### config.mk
export PLATFORM = sky130hd
export DESIGN_NAME = lru_key_value_cache
export DESIGN_NICKNAME = d
export VERILOG_FILES = /design/src/hdl/lkvc_pkg.sv /design/src/hdl/lru_key_value_cache.sv
export SDC_FILE = /design/constraint.sdc
export NUM_CORES = 2
export LEC_CHECK = 0
export BUFFER_PORTS_ARGS = -buffer_cell sky130_fd_sc_hd__buf_2
export CORE_AREA = 4 4 427 429
export CTS_BUF_LIST = sky130_fd_sc_hd__clkbuf_8
export CTS_CLUSTER_DIAMETER = 30
export DETAILED_ROUTE_END_ITERATION = 6
export DIE_AREA = 0 0 431 433
export PLACE_DENSITY = 0.49
export SLEW_MARGIN = 20
export SYNTH_ARGS = -nofsm -noshare
export SYNTH_HDL_FRONTEND = slang
export SYNTH_SLANG_ARGS = --single-unit
### constraint.sdc
create_clock -name clk -period 14.7 [get_ports clk]
set_input_delay 2.205 -clock clk [delete_from_list [all_inputs] [get_ports clk]]
set_output_delay 2.205 -clock clk [all_outputs]
set_load 0.01 [all_outputs]
### src/hdl/lkvc_pkg.sv
// Shared types and constants for the LRU key/value cache.
package lkvc_pkg;

  localparam int ENTRIES = 16;
  localparam int IDX_W   = $clog2(ENTRIES);
  localparam int CNT_W   = $clog2(ENTRIES + 1);
  localparam int CAP_W   = 5;

  localparam logic OP_GET = 1'b0;
  localparam logic OP_PUT = 1'b1;

  localparam logic [31:0] MISS_VALUE = 32'hFFFF_FFFF;

  typedef struct packed {
    logic        opcode;
    logic [31:0] lookup_key;
    logic [31:0] store_value;
  } req_t;

  typedef struct packed {
    logic        found;
    logic [31:0] read_value;
  } rsp_t;

endpackage

### src/hdl/lru_key_value_cache.sv
// LRU key/value cache: tags and ranks in flops, values in a synchronous RAM.
//
// A get that misses returns its result in the next cycle; a get that hits
// goes through S_READ, where the registered read of the value RAM is moved
// into the output register. A new item is taken only in S_IDLE, and only if
// the output register is empty or its result is being transferred.
module lru_key_value_cache
  import lkvc_pkg::*;
(
  input  logic             clk,
  input  logic             rst,
  input  logic             in_valid,
  output logic             in_ready,
  input  req_t             in_data,
  output logic             out_valid,
  input  logic             out_ready,
  output rsp_t             out_data,
  input  logic             cfg_valid,
  output logic             cfg_ready,
  input  logic [CAP_W-1:0] cfg_data
);

  localparam logic S_IDLE = 1'b0;
  localparam logic S_READ = 1'b1;

  logic             state;
  logic [CAP_W-1:0] capacity;
  logic [CNT_W-1:0] occ;
  logic [ENTRIES-1:0] valid;
  logic [31:0]      tag  [ENTRIES];
  logic [IDX_W-1:0] rank [ENTRIES];
  logic [31:0]      mem  [ENTRIES];
  logic [31:0]      rd_data;

  logic             accept;
  logic             out_load;
  logic             hit;
  logic [IDX_W-1:0] hit_idx;
  logic             free_ok;
  logic [IDX_W-1:0] free_idx;
  logic             vic_ok;
  logic [IDX_W-1:0] vic_idx;
  logic [CNT_W-1:0] cap_eff;
  logic [IDX_W-1:0] occ_last;

  assign cfg_ready = 1'b1;
  assign in_ready  = (state == S_IDLE) && (!out_valid || out_ready);
  assign accept    = in_valid && in_ready;
  assign out_load  = (state == S_READ) || (accept && in_data.opcode == OP_GET && !hit);
  assign cap_eff   = (capacity > CAP_W'(ENTRIES)) ? CNT_W'(ENTRIES) : CNT_W'(capacity);
  assign occ_last  = IDX_W'(occ - CNT_W'(1));

  always_comb begin
    hit = 1'b0; hit_idx = '0;
    free_ok = 1'b0; free_idx = '0;
    vic_ok = 1'b0; vic_idx = '0;
    for (int i = ENTRIES - 1; i >= 0; i--) begin
      if (valid[i] && tag[i] == in_data.lookup_key) begin
        hit = 1'b1; hit_idx = IDX_W'(i);
      end
      if (!valid[i]) begin
        free_ok = 1'b1; free_idx = IDX_W'(i);
      end
      if (valid[i] && rank[i] == occ_last && occ != '0) begin
        vic_ok = 1'b1; vic_idx = IDX_W'(i);
      end
    end
  end

  // promote: entry becomes most recent; insert: fresh entry, all others age
  logic             promote, insert, wr_en;
  logic [IDX_W-1:0] tgt;

  always_comb begin
    promote = 1'b0; insert = 1'b0; wr_en = 1'b0; tgt = hit_idx;
    if (accept) begin
      if (hit) begin
        promote = 1'b1;
        wr_en   = (in_data.opcode == OP_PUT);
      end else if (in_data.opcode == OP_PUT) begin
        if (occ < cap_eff) begin
          insert = free_ok; wr_en = free_ok; tgt = free_idx;
        end else if (vic_ok) begin
          promote = 1'b1; wr_en = 1'b1; tgt = vic_idx;
        end
      end
    end
  end

  always_ff @(posedge clk) begin
    if (wr_en) mem[tgt] <= in_data.store_value;
    rd_data <= mem[hit_idx];
  end

  always_ff @(posedge clk) begin
    if (wr_en) tag[tgt] <= in_data.lookup_key;
  end

  always_ff @(posedge clk) begin
    if (rst) begin
      state    <= S_IDLE;
      capacity <= CAP_W'(16);
      occ      <= '0;
      valid    <= '0;
      out_valid <= 1'b0;
      for (int i = 0; i < ENTRIES; i++) rank[i] <= '0;
    end else begin
      if (cfg_valid && cfg_ready) capacity <= cfg_data;
      if (out_valid && out_ready && !out_load) out_valid <= 1'b0;
      case (state)
        S_IDLE: begin
          if (accept && in_data.opcode == OP_GET) begin
            if (hit) begin
              state <= S_READ;
            end else begin
              out_valid <= 1'b1;
              out_data  <= '{found: 1'b0, read_value: MISS_VALUE};
            end
          end
        end
        S_READ: begin
          out_valid <= 1'b1;
          out_data  <= '{found: 1'b1, read_value: rd_data};
          state     <= S_IDLE;
        end
        default: state <= S_IDLE;
      endcase
      if (promote) begin
        for (int i = 0; i < ENTRIES; i++) begin
          if (valid[i] && IDX_W'(i) != tgt && rank[i] < rank[tgt])
            rank[i] <= rank[i] + IDX_W'(1);
        end
        rank[tgt] <= '0;
      end
      if (insert) begin
        for (int i = 0; i < ENTRIES; i++) begin
          if (valid[i]) rank[i] <= rank[i] + IDX_W'(1);
        end
        rank[tgt]  <= '0;
        valid[tgt] <= 1'b1;
        occ        <= occ + CNT_W'(1);
      end
    end
  end

`ifndef NO_ASSERTIONS
  a_occ_bound: assert property (@(posedge clk) disable iff (rst)
    occ <= CNT_W'(ENTRIES)) else $error("occupancy above entry count");
  a_occ_match: assert property (@(posedge clk) disable iff (rst)
    $countones(valid) == int'(occ)) else $error("occupancy differs from valid bits");
  a_read_out: assert property (@(posedge clk) disable iff (rst)
    state == S_READ |=> out_valid && out_data.found)
    else $error("hit read gave no result");
  a_no_take: assert property (@(posedge clk) disable iff (rst)
    state == S_READ |-> !in_ready) else $error("item taken during value read");
`endif

endmodule
# Word level (Yosys, flattened, before mapping)
# Memory sizes are Yosys's and may differ from the RTL's. A register that Yosys moved wholly into a read port is not among the register bits.
# Cells that the tools add are included.
# classes
magnitude_cmp	20
n_div	0
n_addsub	18
reduce_logical	95
n_mul	0
mux	298
n_bitwise	37
n_eq_ne	49
shifts	0
# ops
operator	count
== test 32 bit	16
2-to-1 mux 4 bit	86
2-to-1 mux 1 bit	205
logical AND 1 bit	87
2-to-1 mux 33 bit	2
case mux 33 bit (2 select lines)	1
adder 4 x 1 -> 4 bit, second input constant	16
== test 4 bit	16
less-than comparator 4 bit	16
OR 1 bit	33
inequality test 4 bit, first input constant	8
inequality test 3 x 4 -> 1 bit, first input constant	4
OR 16 bit	1
inequality test 2 x 4 -> 1 bit, first input constant	2
adder 5 x 1 -> 5 bit, second input constant	1
greater-than comparator 5 bit, second input constant	1
less-than comparator 4 x 5 -> 1 bit, second input constant	1
less-than comparator 5 bit	1
2-to-1 mux 5 bit	1
nonzero test 5 bit	1
demux 1 bit (select 4 bit)	1
greater-or-equal comparator 4 x 1 -> 1 bit, second input constant	1
inequality test 1 x 4 -> 1 bit, first input constant	1
case mux 1 bit (2 select lines)	2
other kinds (8)	13
# totals
in_bits	75
latchBits	0
mem_bits_rw	1088
n_memories	3
rom_bits	0
word_cells	527
register_bits	61
# mem_list
memory	depth	width	read_ports	rd_ports_with_merged_regs	wr	line	rtl
mem	16	32	1	1	1	lru_key_value_cache.sv:32	logic [31:0] mem [ENTRIES];
tag	16	32	16	0	1	lru_key_value_cache.sv:30	logic [31:0] tag [ENTRIES];
rank	16	4	17	0	17	lru_key_value_cache.sv:31	logic [IDX_W-1:0] rank [ENTRIES];

# Depth between registers and ports, before layout
# depth
depth_word	34
mapped_depth	33
depth_no_buf	25

# Least setup slack after synthesis
# OpenSTA, ideal clock, no wires.
# synth_path
kind	input-to-reg
start	input in_data[45] in the netlist's numbering
end	memory mem[12][0] (enable)
setup_time_ps	564
slack_ps	4499
cell_stages	16
arrival_time_ps	9637
required_ps	14136
path_cell_list	buf_2 buf_2 xor2_1 nor4_1 nand4_1 or4_1 o2111ai_1 nor4_2 and3_1 buf_6 a21oi_2 buf_4 clkbuf_1 nand2_1 clkbuf_1 nor3_1
# synth_via
elab_chain_cells	23
# synth_rtl
element	line	rtl
start: declaration	lru_key_value_cache.sv:14	input req_t in_data,
== test 32 bit	lru_key_value_cache.sv:58	if (valid[i] && tag[i] == in_data.lookup_key) begin
logical AND 1 bit	lru_key_value_cache.sv:58	
2-to-1 mux 4 bit (16 in series)	lru_key_value_cache.sv:58	
2-to-1 mux 4 bit	lru_key_value_cache.sv:83	end else if (vic_ok) begin
2-to-1 mux 4 bit	lru_key_value_cache.sv:81	if (occ < cap_eff) begin
2-to-1 mux 4 bit	lru_key_value_cache.sv:80	end else if (in_data.opcode == OP_PUT) begin
2-to-1 mux 4 bit	lru_key_value_cache.sv:77	if (hit) begin
2-to-1 mux 4 bit	lru_key_value_cache.sv:76	if (accept) begin
end: declaration	lru_key_value_cache.sv:32	
# Several ways; a longest one is shown, not always the timed one.

==> results.cfg <==
[clock_tree]
h-tree-depth = 4
clk_latency_ns = 0.93
cts_tree = built
cts_buffer_depth = 3
cts_inserted_buffers = 234
postCtsSetupBuffers = 0
cts-resized-gates = 0
root_buffer = clkbuf_8
clk_pin_slew_worst_paths_ns = 0.06
cts.sinks = 1181
hold_buffers = 0

[worst_setup_path]
ff2ff_path_depth = 21
crit_type = input port to flip-flop
worst_r2r_endpoint = rank[2][3]$_SDFFE_PP0P_
crit_slowest_cell = a2111oi_0
required_ns = 15.54
r2r_slack_ns = 7.52
path_common_cell = buf_4
end_kind = flip-flop
worstPathArrival_ns = 9.35
r2r_start = occ[1]$_SDFFE_PP0P_
worstPathCellList = buf_2 > buf_4 > xor2_1 > nor2_1 > nand4b_1 > nor4_1 > o41ai_1 > a2111oi_0 > buf_4 > o221ai_1 > o22a_1 > buf_4 > and2_1 > a211oi_1 > a21oi_1 > mux2_2 > o21ai_1 > buf_4 > ha_1 > a21o_1 > a2111oi_0 > a32oi_1 > or3_1 > a21oi_1
max_stage_delay_ns = 0.71
worst_setup_path_start_kind = input port
crit_path_max_fanout = 34

[final_layout]
finalNetCount = 4229
area_delta_synth_final_pct = 16.8
final_layout_size_suffix_gt1_frac = 0.185
fillers = 17200
stdcell_area_um2 = 62200

[yosys]
yosys.area.top_type = edfxtp_1
avgSynthCellArea_um2 = 13.9
seq_area_frac_synth = 0.643
ys_warn_count = 0
syn_area_um2 = 53300
async_reset_ff_frac = 0
yosysUniqueCellTypes = 77
synth-edff-count = 1057
synth.area.top_cells = edfxtp_1 (60%), xor2_1 (6.5%), dfxtp_1 (4.7%), mux2_2 (3.5%), mux2i_1 (3.3%)
synth_top_area_frac = 0.596
synth_fp_nets = 3987
synth_seq_cells = 1181
synthCells = 3841
synthTopCellsByCount = edfxtp_1 (1057), xor2_1 (395), nand2_1 (255)
synth-main-ff-cell = edfxtp_1
yosysMostFrequentCell = edfxtp_1

[global_routing]
use_met2 = 0.264
gr-total-overflow = 0
grt_use_total = 0.159
grt_max_degree = 137
gr-usage-met1 = 0.213
use_met3 = 0.0272
busiest_layer = met2
grt_pass1_vias = 32800
antenna_found_initial = 14
grt_pass1_wl_um = 222000

[sta]
holdWs_ns = 0.481
layout_min_cycle_time_ns = 8.50
final_max_slew_viol_count = 0
finClkSkew_ns = 0.0381
rsz0062_at_grt = false
hold_viol_final = 0
timing.final.crit_share = 0.579
finalSetupTns_ns = 0
slew_headroom = 0.209
setup_violations = 0
fmax_ghz = 0.118
tightest_slew_ns = 1.19

[floorplanning]
core_um2 = 178000
die_area_um2 = 187000
start_util = 0.299
fp.dieW_um = 431
placementRows = 155
fp.dieH_um = 433
io_pins = 111

[routing]
vias_per_cell = 4.92
routedWlPerCell_um = 22.8
wl_um = 152000
drt_iter0_drc = 2359
remaining_drc_errors = 0
first_pass_iters = 5
vias = 32800
antenna_left = 0

[power_and_ir_drop]
peakVddDrop_v = 0.0000710
p_per_area_nw_per_um2 = 127
leakage_uw = 0.0205
total_power_uw = 7880

[status]
status = finished clean

[placed_design]
dp_hpwl_um = 85800
placed_area_um2 = 56800
port_buffers = 109
gp_congestion = 0.849

[min_path]
hold_class = flip-flop to flip-flop
hold_path_end = out_data[15]$_SDFFCE_PN1P_
hold_depth = 1
min_from = rd_data[15]$_DFF_P_

[run]
maxCapViolCount = 0
## metal layers
layer,vias to the layer above,wire length [um],part of all wire
met5,-,65,0.00043
met4,10,3880,0.026
met3,256,6600,0.044
met2,858,72100,0.48
met1,16600,69100,0.46
li1,15000,-,-
## report_power, final
| group | switching (uW) | internal, uW | leakage [uW] |
|---|---|---|---|
| Clock | 1520 | 2240 | 0.00278 |
| Sequential | 24.1 | 3690 | 0.0104 |
| Combinational | 279 | 125 | 0.00729 |
| Total | 1830 | 6050 | 0.0205 |
## cell usage in the layout, fill, tap and decap left out, drive strengths merged, types with 7 or more instances in the layout
cell type / synthesis / routed
clkbuf: 99 / 248
clkinvlp: 0 / 37
and3: 16 / 16
edfxtp: 1057 / 1057
nand2b: 58 / 58
buf: 103 / 208
mux2i: 173 / 173
clkinv: 0 / 81
nor4: 171 / 171
nand2: 255 / 255
nand4b: 25 / 25
xnor3: 16 / 16
ha: 71 / 71
nor2: 111 / 111
mux2: 169 / 169
inv: 26 / 70
nand3b: 11 / 11
a211oi: 13 / 13
nor4b: 16 / 16
o211ai: 76 / 76
or3: 23 / 23
xnor2: 179 / 179
nor2b: 18 / 18
a21o: 22 / 22
nor3: 84 / 84
a21oi: 82 / 82
nor3b: 10 / 10
nand3: 64 / 64
a32oi: 7 / 7
bufinv: 0 / 37
or4: 17 / 17
nand4: 84 / 84
xor2: 396 / 396
and2: 11 / 11
and4: 9 / 9
o21ai: 174 / 174
dfxtp: 124 / 124
## worst max-delay path: cells and delay by family
family	cells	cell delay, ns
XOR/XNOR	1	0.14
AND/OR/NAND/NOR	5	1.91
multiplexers	1	0.27
adder cells (fa/ha/maj)	1	0.31
buffers and inverters	5	1.40
AO/OA/AOI/OAI	11	3.07
## logic make-up after synthesis
family | synth area share
simple gates | 0.101
xor+xnor | 0.102
flops | 0.643
fa+ha+maj | 0.0167
buf+inv | 0.0185
compound gates | 0.0512
other cells | 0.0000704
mux | 0.0683
## final cells by class
cell class,instances,area (um^2),area share
diodes,6,15.0,0.000241
clock buffers,248,3410,0.0549
clock inverters,199,2000,0.0322
inverters,26,97.6,0.00157
multi-input cells,2432,18200,0.293
flip-flops and latches,1181,34200,0.550
well taps,2355,2950,0.0474
repair buffers,208,1300,0.0209
## flip-flops by register name, summed over array words and instances, names as in the netlist
name	count
tag	512
capacity	5
valid	16
rank	64
occ	5
mem	512
out_valid	1
out_data	33
state	1
rd_data	32
## worst max-delay path by stage
stage	to	slack [ns]	start
after CTS	rank[2][2]$_SDFFE_PP0P_	6.41	in_data[57]
after detailed placement	rank[2][2]$_SDFFE_PP0P_	5.36	in_data[57]
after global routing	rank[2][2]$_SDFFE_PP0P_	5.79	in_data[45]
after floorplan	mem[12][0]$_DFFE_PP_	4.50	in_data[45]
after global placement	rank[2][2]$_SDFFE_PP0P_	5.35	in_data[57]
final	rank[2][3]$_SDFFE_PP0P_	6.20	in_data[57]
## metrics by stage
stage                     utilization  instances  setup slack (ns)
after floorplan                     -       3841              4.50
after global placement          0.318       6202              5.35
after detailed placement        0.318       6202              5.36
after CTS                       0.349       6649              6.41
after global routing            0.349       6651              5.79
final                           0.349       6655              6.20
(Power assumes the default switching activity.)
